### config.mk
export PLATFORM = sky130hd
export DESIGN_NAME = programmable_interrupt_controller_top
export DESIGN_NICKNAME = d
export VERILOG_FILES = /design/src/sv/pic_pkg.sv /design/src/sv/pic_front.sv /design/src/sv/pic_queue.sv /design/src/sv/pic_back.sv /design/src/sv/programmable_interrupt_controller_top.sv
export SDC_FILE = /design/constraint.sdc
export NUM_CORES = 1
export LEC_CHECK = 0
export BUFFER_PORTS_ARGS = -buffer_cell sky130_fd_sc_hd__buf_4
export CELL_PAD_IN_SITES_DETAIL_PLACEMENT = 2
export CELL_PAD_IN_SITES_GLOBAL_PLACEMENT = 2
export CORE_MARGIN = 4
export CORE_UTILIZATION = 45
export DETAILED_ROUTE_END_ITERATION = 10
export PLACE_DENSITY_LB_ADDON = 0.1
export SLEW_MARGIN = 20
export SYNTH_ARGS = -nofsm -noshare
export SYNTH_HDL_FRONTEND = slang
export SYNTH_HIERARCHICAL = 1
export SYNTH_SLANG_ARGS = --single-unit
export TNS_END_PERCENT = 100
### constraint.sdc
create_clock -name clk -period 10.1 [get_ports clk]
set_input_delay 1.01 -clock clk [delete_from_list [all_inputs] [get_ports clk]]
set_output_delay 1.01 -clock clk [all_outputs]
set_load 0.005 [all_outputs]
### src/sv/pic_pkg.sv
// ----------------------------------------------------------------------------
// pic_pkg: shared types and constants for the interrupt controller
// Command codes, decoded operation kinds, error codes, init steps and the
// rotating priority search used by the execution side.
// ----------------------------------------------------------------------------
package pic_pkg;

	// Input command codes
	localparam logic [1:0] CMD_WRITE = 2'd0;
	localparam logic [1:0] CMD_READ  = 2'd1;
	localparam logic [1:0] CMD_RAISE = 2'd2;
	localparam logic [1:0] CMD_TICK  = 2'd3;

	// Result error codes
	localparam logic [1:0] ERR_OK       = 2'd0;
	localparam logic [1:0] ERR_ICW1_SEQ = 2'd1;
	localparam logic [1:0] ERR_CMD_READ = 2'd2;

	// Initialization sequence position
	localparam logic [1:0] STEP_ICW1 = 2'd0;
	localparam logic [1:0] STEP_ICW2 = 2'd1;
	localparam logic [1:0] STEP_ICW3 = 2'd2;
	localparam logic [1:0] STEP_ICW4 = 2'd3;

	// Command byte bit positions
	localparam int BIT_ICW1   = 4;
	localparam int BIT_OCW3   = 3;
	localparam int BIT_EOI    = 5;
	localparam int BIT_SL     = 6;
	localparam int BIT_R      = 7;
	localparam int BIT_IC4    = 0;
	localparam int BIT_AEOI   = 1;
	localparam int BIT_RR     = 1;
	localparam int BIT_RIS    = 0;

	localparam logic [7:0] MASK_RESET   = 8'hff;
	localparam logic [7:0] BASE_KEEP    = 8'hfc;
	localparam logic [2:0] LOWEST_RESET = 3'd7;

	// Queue between decode and execute
	localparam int QDEPTH = 2;
	localparam int QPTR_W = $clog2(QDEPTH);
	localparam int QCNT_W = $clog2(QDEPTH + 1);

	// Decoded operation kinds
	typedef enum logic [2:0] {
		OP_ICW1,
		OP_OCW2,
		OP_OCW3,
		OP_DATA_WR,
		OP_DATA_RD,
		OP_CMD_RD,
		OP_RAISE,
		OP_TICK
	} op_kind_t;

	// One decoded beat
	typedef struct packed {
		op_kind_t   kind;
		logic [7:0] data;
		logic [2:0] line;
	} op_t;

	// Result of a priority search
	typedef struct packed {
		logic       found;
		logic [2:0] level;
	} pick_t;

	// Highest-priority set bit, searching upward from lowest + 1 with wrap
	function automatic pick_t pick_level(input logic [7:0] bits, input logic [2:0] lowest);
		pick_t      p;
		logic [2:0] lv;
		p.found = 1'b0;
		p.level = 3'd0;
		// walk from weakest to strongest so the strongest hit wins
		for (int i = 7; i >= 0; i--) begin
			lv = lowest + 3'(i + 1);
			if (bits[lv]) begin
				p.found = 1'b1;
				p.level = lv;
			end
		end
		return p;
	endfunction

endpackage

### src/sv/pic_front.sv
// ----------------------------------------------------------------------------
// pic_front: input decode
// Classifies each accepted beat into an operation kind and pushes it into
// the queue. Stalls the input while the queue is full.
// ----------------------------------------------------------------------------
module pic_front import pic_pkg::*; (
	input  logic       in_valid,
	output logic       in_stall,
	input  logic [1:0] command,
	input  logic       port_is_data,
	input  logic [7:0] write_data,
	input  logic [2:0] irq_line,
	input  logic       q_full,
	output logic       q_push,
	output op_t        q_op
);

	assign in_stall = q_full;
	assign q_push   = in_valid && !q_full;

	// command classification
	always_comb begin
		q_op.data = write_data;
		q_op.line = irq_line;
		case (command)
			CMD_WRITE: begin
				if (port_is_data)
					q_op.kind = OP_DATA_WR;
				else if (write_data[BIT_ICW1])
					q_op.kind = OP_ICW1;
				else if (write_data[BIT_OCW3])
					q_op.kind = OP_OCW3;
				else
					q_op.kind = OP_OCW2;
			end
			CMD_READ: begin
				q_op.kind = port_is_data ? OP_DATA_RD : OP_CMD_RD;
			end
			CMD_RAISE: begin
				q_op.kind = OP_RAISE;
			end
			default: begin
				q_op.kind = OP_TICK;
			end
		endcase
	end

endmodule

### src/sv/pic_queue.sv
// ----------------------------------------------------------------------------
// pic_queue: decoded-beat queue
// Short FIFO between decode and execute so each side stalls on its own.
// Push and pop may happen in the same cycle.
// ----------------------------------------------------------------------------
module pic_queue import pic_pkg::*; (
	input  logic clk,
	input  logic arst_n,
	input  logic push,
	input  op_t  push_op,
	output logic full,
	input  logic pop,
	output logic not_empty,
	output op_t  head_op
);

	op_t               entry_q [QDEPTH];
	logic [QPTR_W-1:0] wr_ptr_q;
	logic [QPTR_W-1:0] rd_ptr_q;
	logic [QCNT_W-1:0] count_q;

	assign full      = (count_q == QCNT_W'(QDEPTH));
	assign not_empty = (count_q != '0);
	assign head_op   = entry_q[rd_ptr_q];

	// storage
	always_ff @(posedge clk) begin
		if (push)
			entry_q[wr_ptr_q] <= push_op;
	end

	// pointers and fill count
	always_ff @(posedge clk or negedge arst_n) begin
		if (!arst_n) begin
			wr_ptr_q <= '0;
			rd_ptr_q <= '0;
			count_q  <= '0;
		end else begin
			if (push)
				wr_ptr_q <= (wr_ptr_q == QPTR_W'(QDEPTH - 1)) ? '0 : wr_ptr_q + 1'b1;
			if (pop)
				rd_ptr_q <= (rd_ptr_q == QPTR_W'(QDEPTH - 1)) ? '0 : rd_ptr_q + 1'b1;
			if (push && !pop)
				count_q <= count_q + 1'b1;
			else if (pop && !push)
				count_q <= count_q - 1'b1;
		end
	end

`ifndef ASSERT_OFF
	a_count_range: assert property (@(posedge clk) disable iff (!arst_n)
		count_q <= QCNT_W'(QDEPTH))
		else $error("queue count beyond depth");
	a_no_overflow: assert property (@(posedge clk) disable iff (!arst_n)
		push |-> !full)
		else $error("push into full queue");
	a_no_underflow: assert property (@(posedge clk) disable iff (!arst_n)
		pop |-> not_empty)
		else $error("pop from empty queue");
`endif

endmodule

### src/sv/pic_back.sv
// ----------------------------------------------------------------------------
// pic_back: execution and result register
// Holds the controller state, carries out one decoded beat per cycle
// unless the output register is stalled, and drives the output register.
// ----------------------------------------------------------------------------
module pic_back import pic_pkg::*; (
	input  logic       clk,
	input  logic       arst_n,
	input  logic       q_not_empty,
	input  op_t        q_head,
	output logic       q_pop,
	output logic       out_valid,
	input  logic       out_stall,
	output logic [7:0] read_data,
	output logic       read_valid,
	output logic [7:0] vector,
	output logic       vector_valid,
	output logic [1:0] error_code
);

	// controller state
	logic [1:0] init_step_q;
	logic       need_icw4_q;
	logic       auto_eoi_q;
	logic [7:0] vector_base_q;
	logic [7:0] mask_q;
	logic [7:0] request_q;
	logic [7:0] service_q;
	logic [2:0] lowest_q;
	logic       rotate_aeoi_q;
	logic [1:0] read_select_q;

	// next state
	logic [1:0] init_step_d;
	logic       need_icw4_d;
	logic       auto_eoi_d;
	logic [7:0] vector_base_d;
	logic [7:0] mask_d;
	logic [7:0] request_d;
	logic [7:0] service_d;
	logic [2:0] lowest_d;
	logic       rotate_aeoi_d;
	logic [1:0] read_select_d;

	// result of this beat
	logic [7:0] rd_d;
	logic       rv_d;
	logic [7:0] vec_d;
	logic       vv_d;
	logic [1:0] err_d;

	// output register
	logic       out_valid_q;
	logic [7:0] read_data_q;
	logic       read_valid_q;
	logic [7:0] vector_q;
	logic       vector_valid_q;
	logic [1:0] error_code_q;

	logic [7:0] line_bit;
	logic [7:0] level_bit;
	pick_t      isr_pick;
	pick_t      irr_pick;
	logic [7:0] isr_pick_bit;
	logic [7:0] irr_pick_bit;

	assign q_pop = q_not_empty && (!out_valid_q || !out_stall);

	assign line_bit     = 8'b1 << q_head.line;
	assign level_bit    = 8'b1 << q_head.data[2:0];
	assign isr_pick     = pick_level(service_q, lowest_q);
	assign irr_pick     = pick_level(request_q & ~mask_q, lowest_q);
	assign isr_pick_bit = 8'b1 << isr_pick.level;
	assign irr_pick_bit = 8'b1 << irr_pick.level;

	// execute one beat
	always_comb begin
		init_step_d   = init_step_q;
		need_icw4_d   = need_icw4_q;
		auto_eoi_d    = auto_eoi_q;
		vector_base_d = vector_base_q;
		mask_d        = mask_q;
		request_d     = request_q;
		service_d     = service_q;
		lowest_d      = lowest_q;
		rotate_aeoi_d = rotate_aeoi_q;
		read_select_d = read_select_q;
		rd_d  = 8'd0;
		rv_d  = 1'b0;
		vec_d = 8'd0;
		vv_d  = 1'b0;
		err_d = ERR_OK;
		case (q_head.kind)
			OP_ICW1: begin
				if (init_step_q != STEP_ICW1) begin
					err_d = ERR_ICW1_SEQ;
				end else begin
					need_icw4_d = q_head.data[BIT_IC4];
					init_step_d = STEP_ICW2;
				end
			end
			OP_OCW3: begin
				read_select_d = q_head.data[1:0];
			end
			OP_OCW2: begin
				// R / SL / EOI actions
				if (q_head.data[BIT_EOI]) begin
					if (q_head.data[BIT_SL]) begin
						service_d = service_q & ~level_bit;
						if (q_head.data[BIT_R])
							lowest_d = q_head.data[2:0];
					end else if (isr_pick.found) begin
						service_d = service_q & ~isr_pick_bit;
						if (q_head.data[BIT_R])
							lowest_d = isr_pick.level;
					end
				end else if (q_head.data[BIT_SL]) begin
					if (q_head.data[BIT_R])
						lowest_d = q_head.data[2:0];
				end else begin
					rotate_aeoi_d = q_head.data[BIT_R];
				end
			end
			OP_DATA_WR: begin
				case (init_step_q)
					STEP_ICW2: begin
						vector_base_d = q_head.data & BASE_KEEP;
						init_step_d   = need_icw4_q ? STEP_ICW3 : STEP_ICW1;
					end
					STEP_ICW3: begin
						init_step_d = STEP_ICW4;
					end
					STEP_ICW4: begin
						auto_eoi_d  = q_head.data[BIT_AEOI];
						init_step_d = STEP_ICW1;
					end
					default: begin
						mask_d = q_head.data;
					end
				endcase
			end
			OP_DATA_RD: begin
				rv_d = 1'b1;
				if (!read_select_q[BIT_RR])
					rd_d = mask_q;
				else if (read_select_q[BIT_RIS])
					rd_d = service_q;
				else
					rd_d = request_q;
			end
			OP_CMD_RD: begin
				err_d = ERR_CMD_READ;
			end
			OP_RAISE: begin
				if (((request_q | service_q | mask_q) & line_bit) == 8'd0)
					request_d = request_q | line_bit;
			end
			default: begin
				// tick: deliver the strongest pending unmasked request
				if (irr_pick.found) begin
					request_d = request_q & ~irr_pick_bit;
					vec_d     = vector_base_q + {5'd0, irr_pick.level};
					vv_d      = 1'b1;
					if (!auto_eoi_q)
						service_d = service_q | irr_pick_bit;
					else if (rotate_aeoi_q)
						lowest_d = irr_pick.level;
				end
			end
		endcase
	end

	// state and output valid
	always_ff @(posedge clk or negedge arst_n) begin
		if (!arst_n) begin
			init_step_q   <= STEP_ICW1;
			need_icw4_q   <= 1'b0;
			auto_eoi_q    <= 1'b0;
			vector_base_q <= 8'd0;
			mask_q        <= MASK_RESET;
			request_q     <= 8'd0;
			service_q     <= 8'd0;
			lowest_q      <= LOWEST_RESET;
			rotate_aeoi_q <= 1'b0;
			read_select_q <= 2'd0;
			out_valid_q   <= 1'b0;
		end else begin
			if (q_pop) begin
				init_step_q   <= init_step_d;
				need_icw4_q   <= need_icw4_d;
				auto_eoi_q    <= auto_eoi_d;
				vector_base_q <= vector_base_d;
				mask_q        <= mask_d;
				request_q     <= request_d;
				service_q     <= service_d;
				lowest_q      <= lowest_d;
				rotate_aeoi_q <= rotate_aeoi_d;
				read_select_q <= read_select_d;
				out_valid_q   <= 1'b1;
			end else if (!out_stall) begin
				out_valid_q <= 1'b0;
			end
		end
	end

	// result payload
	always_ff @(posedge clk) begin
		if (q_pop) begin
			read_data_q    <= rd_d;
			read_valid_q   <= rv_d;
			vector_q       <= vec_d;
			vector_valid_q <= vv_d;
			error_code_q   <= err_d;
		end
	end

	assign out_valid    = out_valid_q;
	assign read_data    = read_data_q;
	assign read_valid   = read_valid_q;
	assign vector       = vector_q;
	assign vector_valid = vector_valid_q;
	assign error_code   = error_code_q;

`ifndef ASSERT_OFF
	a_one_kind: assert property (@(posedge clk) disable iff (!arst_n)
		out_valid_q && read_valid_q |-> !vector_valid_q)
		else $error("read and vector in one beat");
	a_err_no_data: assert property (@(posedge clk) disable iff (!arst_n)
		out_valid_q && error_code_q != ERR_OK |-> !read_valid_q && !vector_valid_q)
		else $error("error beat carries data");
	a_irr_isr_disjoint: assert property (@(posedge clk) disable iff (!arst_n)
		(request_q & service_q) == 8'd0)
		else $error("level both requested and in service");
`endif

endmodule

### src/sv/programmable_interrupt_controller_top.sv
// ----------------------------------------------------------------------------
// programmable_interrupt_controller_top: 8-line interrupt controller
// Decode front end, a short beat queue, and an execution back end that
// holds the init sequence, mask, request, in-service and rotation state.
// ----------------------------------------------------------------------------
//
//  channel | handshake            | payload
//  --------+----------------------+------------------------------------------
//  in      | in_valid / in_stall  | command, port_is_data, write_data, irq_line
//  out     | out_valid / out_stall| read_data, read_valid, vector,
//          |                      | vector_valid, error_code
//
//  Throughput is one beat per cycle while out_stall is low; the back end then
//  executes one queued beat per cycle, and its 8-level rotating priority
//  search is combinational. A beat is registered in the queue and then in
//  the output register. The 2-entry queue absorbs output stalls; in_stall
//  rises when full. Reset is asynchronous; beats are taken once it is released.
//
module programmable_interrupt_controller_top import pic_pkg::*; (
	input  logic       clk,
	input  logic       arst_n,
	input  logic       in_valid,
	output logic       in_stall,
	input  logic [1:0] command,
	input  logic       port_is_data,
	input  logic [7:0] write_data,
	input  logic [2:0] irq_line,
	output logic       out_valid,
	input  logic       out_stall,
	output logic [7:0] read_data,
	output logic       read_valid,
	output logic [7:0] vector,
	output logic       vector_valid,
	output logic [1:0] error_code
);

	logic q_full;
	logic q_push;
	op_t  q_push_op;
	logic q_pop;
	logic q_not_empty;
	op_t  q_head;

	// decode
	pic_front u_front (
		.in_valid     (in_valid),
		.in_stall     (in_stall),
		.command      (command),
		.port_is_data (port_is_data),
		.write_data   (write_data),
		.irq_line     (irq_line),
		.q_full       (q_full),
		.q_push       (q_push),
		.q_op         (q_push_op)
	);

	// beat queue
	pic_queue u_queue (
		.clk       (clk),
		.arst_n    (arst_n),
		.push      (q_push),
		.push_op   (q_push_op),
		.full      (q_full),
		.pop       (q_pop),
		.not_empty (q_not_empty),
		.head_op   (q_head)
	);

	// execute
	pic_back u_back (
		.clk          (clk),
		.arst_n       (arst_n),
		.q_not_empty  (q_not_empty),
		.q_head       (q_head),
		.q_pop        (q_pop),
		.out_valid    (out_valid),
		.out_stall    (out_stall),
		.read_data    (read_data),
		.read_valid   (read_valid),
		.vector       (vector),
		.vector_valid (vector_valid),
		.error_code   (error_code)
	);

endmodule

==> impl_metrics.ini <==
[detailed_routing]
drtIter0Drc = 388
dr.pass1.iters = 5
routed_wl_um = 20600
vias = 5147
wl_per_cell_um = 26.4
drc = 0
drtAntennaViolNets = 0
viasPerCell = 6.62

[synthesis]
ys_seq_area_share_pct = 38.7
ys_types = 97
synthCells = 581
async_flop_share_pct = 48.4
syn_nets = 609
synth_seq_cells = 93
ys_warn_count = 6
netlist_area_um2 = 6680
synth_edf_count = 48
synthFlopType = edfxtp_1
syn_area_per_cell_um2 = 11.5

[worst_setup_path]
crit_type = register to register
cp_max_fo = 28
crit_path_start_kind = register
crit_required_ns = 10.20
crit_path_end_kind = register
cp_data_arrival_time_ns = 5.00

[timing]
tightest_slew_ns = 0.877
finalClockSkew_ns = 0.00644
rsz0062_at_grt = false
drv_slew = 0
setup_tns_ns = 0
setup_viol = 0
fin_crit_sh_pct = 48.4
max_freq_ghz = 0.204
period_needed_ns = 4.89
relSlewSlack_pct = 41.5
final-hold-violation-count = 0

[finish]
nFillCells = 1470
area_growth_pct = 7.70
drive_gt1_share_pct = 26.9
final_nets = 617
diodes = 0

[die]
die_area_um2 = 16800
coreArea_um2 = 14500
die_h_um = 130
rows = 44
die_w_um = 130
ios = 40
start_util_pct = 45.9

[global_routing]
grt_use_total_pct = 25.6
antenna_found_initial = 0
overflow = 0
grt_pass1_vias = 5542
grt_pass1_wl_um = 32800
grt_start_max_net_pins = 46

[clocking]
clock-sinks = 93
numCtsBuffers = 9
cts_hold_buf = 0
cts_buffer_depth = 2
htree_levels = 3
cts_setup_buffers = 0
clkLatencyLatePin_ns = 0.35
cts_resized = 0
tritoncts = built
path_clk_slew_ns = 0.07
cts-root-buf = clkbuf_16

[flow_run]
drv_cap = 0

[place]
portBuffers = 39
place.gp.congestion = 0.866
hpwl_um = 14900

[worst_hold_path]
hp-class = register to register

[run_status]
status = complete, no violations
-- placed cells by master, fill, tap and decap left out, types with 11 or more instances in the layout --
| cell | count |
|---|---|
| a21oi_1 | 19 |
| a221oi_1 | 12 |
| buf_4 | 42 |
| dfrtp_1 | 34 |
| dfstp_2 | 11 |
| edfxtp_1 | 48 |
| inv_1 | 17 |
| mux2_2 | 31 |
| mux2i_1 | 30 |
| mux4_2 | 23 |
| nand2_1 | 33 |
| nand2b_1 | 11 |
| nor2_1 | 44 |
| nor2b_1 | 13 |
| nor3_1 | 11 |
| nor4_1 | 11 |
| o21ai_0 | 11 |
-- state kept, by name, indices dropped and copies added, names as in the netlist, 2 cells and up --
register and flops:
u_queue/entry_q 28, u_back/mask_q 8, u_back/read_data 8, u_back/request_q 8, u_back/service_q 8, u_back/vector 8
u_back/vector_base_q 6, u_back/lowest_q 3, u_back/error_code 2, u_back/init_step_q 2, u_back/read_select_q 2, u_queue/count_q 2
-- critical path: stages, from the launching register on --
cell	delay [ns]
dfstp_2	0.52
buf_4	0.33
inv_1	0.36
ha_1	0.98
mux4_2	0.63
and2_1	0.19
a211o_1	0.27
a32oi_1	0.18
and2_2	0.27
inv_2	0.13
ha_1	0.23
ha_1	0.22
nand3_1	0.10
xor2_1	0.15
nor2_1	0.05
-- metal layers --
layer / GRT usage (%) / part of all wire, %
met2: 43.4 / 50
met3: 4.34 / 4.8
met1: 34.7 / 43
met5: 0 / 0
met4: 6.05 / 1.9
-- cell type report --
type / instances / area (um2) / share of cell area [%]
clock inverter: 6 / 93.8 / 1.31
inverter: 20 / 75.1 / 1.04
tap: 184 / 230 / 3.20
clock buffer: 10 / 229 / 3.18
multi-input combinational: 423 / 3670 / 51.0
timing repair buffer: 42 / 315 / 4.38
sequential: 93 / 2580 / 35.9
-- logic make-up (layout without fill, tap and decap cells) --
kind of cell / after synthesis / in the layout / synth area share [%]
buf+inv: 65 / 78 / 6.47
flops: 93 / 93 / 38.7
fa+ha+maj: 10 / 10 / 1.87
mux: 102 / 102 / 22.8
simple gates: 180 / 180 / 14.8
compound gates: 116 / 116 / 13.3
xor+xnor: 15 / 15 / 2.08
-- cells in the mapped netlist, types with 4 or more instances --
master | n | area, um2
clkbuf_8 | 6 | 82.6
nor2_1 | 44 | 165
a211oi_1 | 9 | 67.6
o21ai_0 | 11 | 55.1
inv_1 | 17 | 63.8
buf_6 | 4 | 45.0
edfxtp_1 | 48 | 1440
a22oi_1 | 5 | 37.5
buf_4 | 13 | 97.6
nand2b_1 | 11 | 68.8
mux4_1 | 6 | 158
a21boi_0 | 4 | 30.0
clkbuf_1 | 11 | 41.3
and2_1 | 5 | 31.3
mux2_2 | 31 | 349
a41oi_1 | 4 | 35.0
o211ai_1 | 4 | 30.0
a31oi_1 | 8 | 50.1
nor4_1 | 11 | 68.8
xnor2_1 | 6 | 52.6
nor2b_1 | 14 | 87.6
a21oi_1 | 19 | 95.1
nor3_1 | 11 | 55.1
dfrtp_1 | 34 | 851
and3_1 | 5 | 31.3
nand3_1 | 5 | 25.0
mux4_2 | 23 | 518
or2_1 | 6 | 37.5
dfstp_2 | 11 | 289
ha_1 | 10 | 125
a221oi_1 | 12 | 105
nand2_1 | 33 | 124
xor2_1 | 8 | 70.1
mux2_4 | 9 | 135
mux2i_1 | 30 | 300
nand3b_1 | 4 | 30.0
-- path summary, 6_finish.rpt --
kind	start	to	slack, ns	depth (start not counted)
hold reg to reg	u_queue/count_q[1]$_DFFE_PN0P_	u_queue/count_q[1]$_DFFE_PN0P_	0.52	1
hold / removal	u_queue/count_q[1]$_DFFE_PN0P_	u_queue/count_q[1]$_DFFE_PN0P_	0.52	1
min in group asynchronous	arst_n	u_queue/count_q[1]$_DFFE_PN0P_	0.67	1
setup reg to reg	u_back/lowest_q[1]$_DFFE_PN1P_	u_back/vector[6]$_SDFFCE_PP0P_	5.21	14
max in group asynchronous	arst_n	u_back/request_q[4]$_DFFE_PN0P_	9.01	1
setup / recovery	u_back/lowest_q[1]$_DFFE_PN1P_	u_back/vector[6]$_SDFFCE_PP0P_	5.21	14
-- per-stage QoR --
stage | instance area [um2] | setup WS [ns] | util, % | instances | hold WS (ns)
after global placement | 6870 | 5.42 | 47.2 | 762 | 0.467
after floorplan | 6680 | 6.33 | - | 581 | 0.448
after CTS | 7190 | 5.25 | 49.5 | 778 | 0.521
after global routing | 7190 | 4.93 | 49.5 | 778 | 0.539
final | 7190 | 5.21 | 49.5 | 778 | 0.515
after detailed placement | 6870 | 5.27 | 47.3 | 762 | 0.508
Power is not shown: default switching activity piles up to over one toggle a cycle in this logic, so the estimate is an artifact.
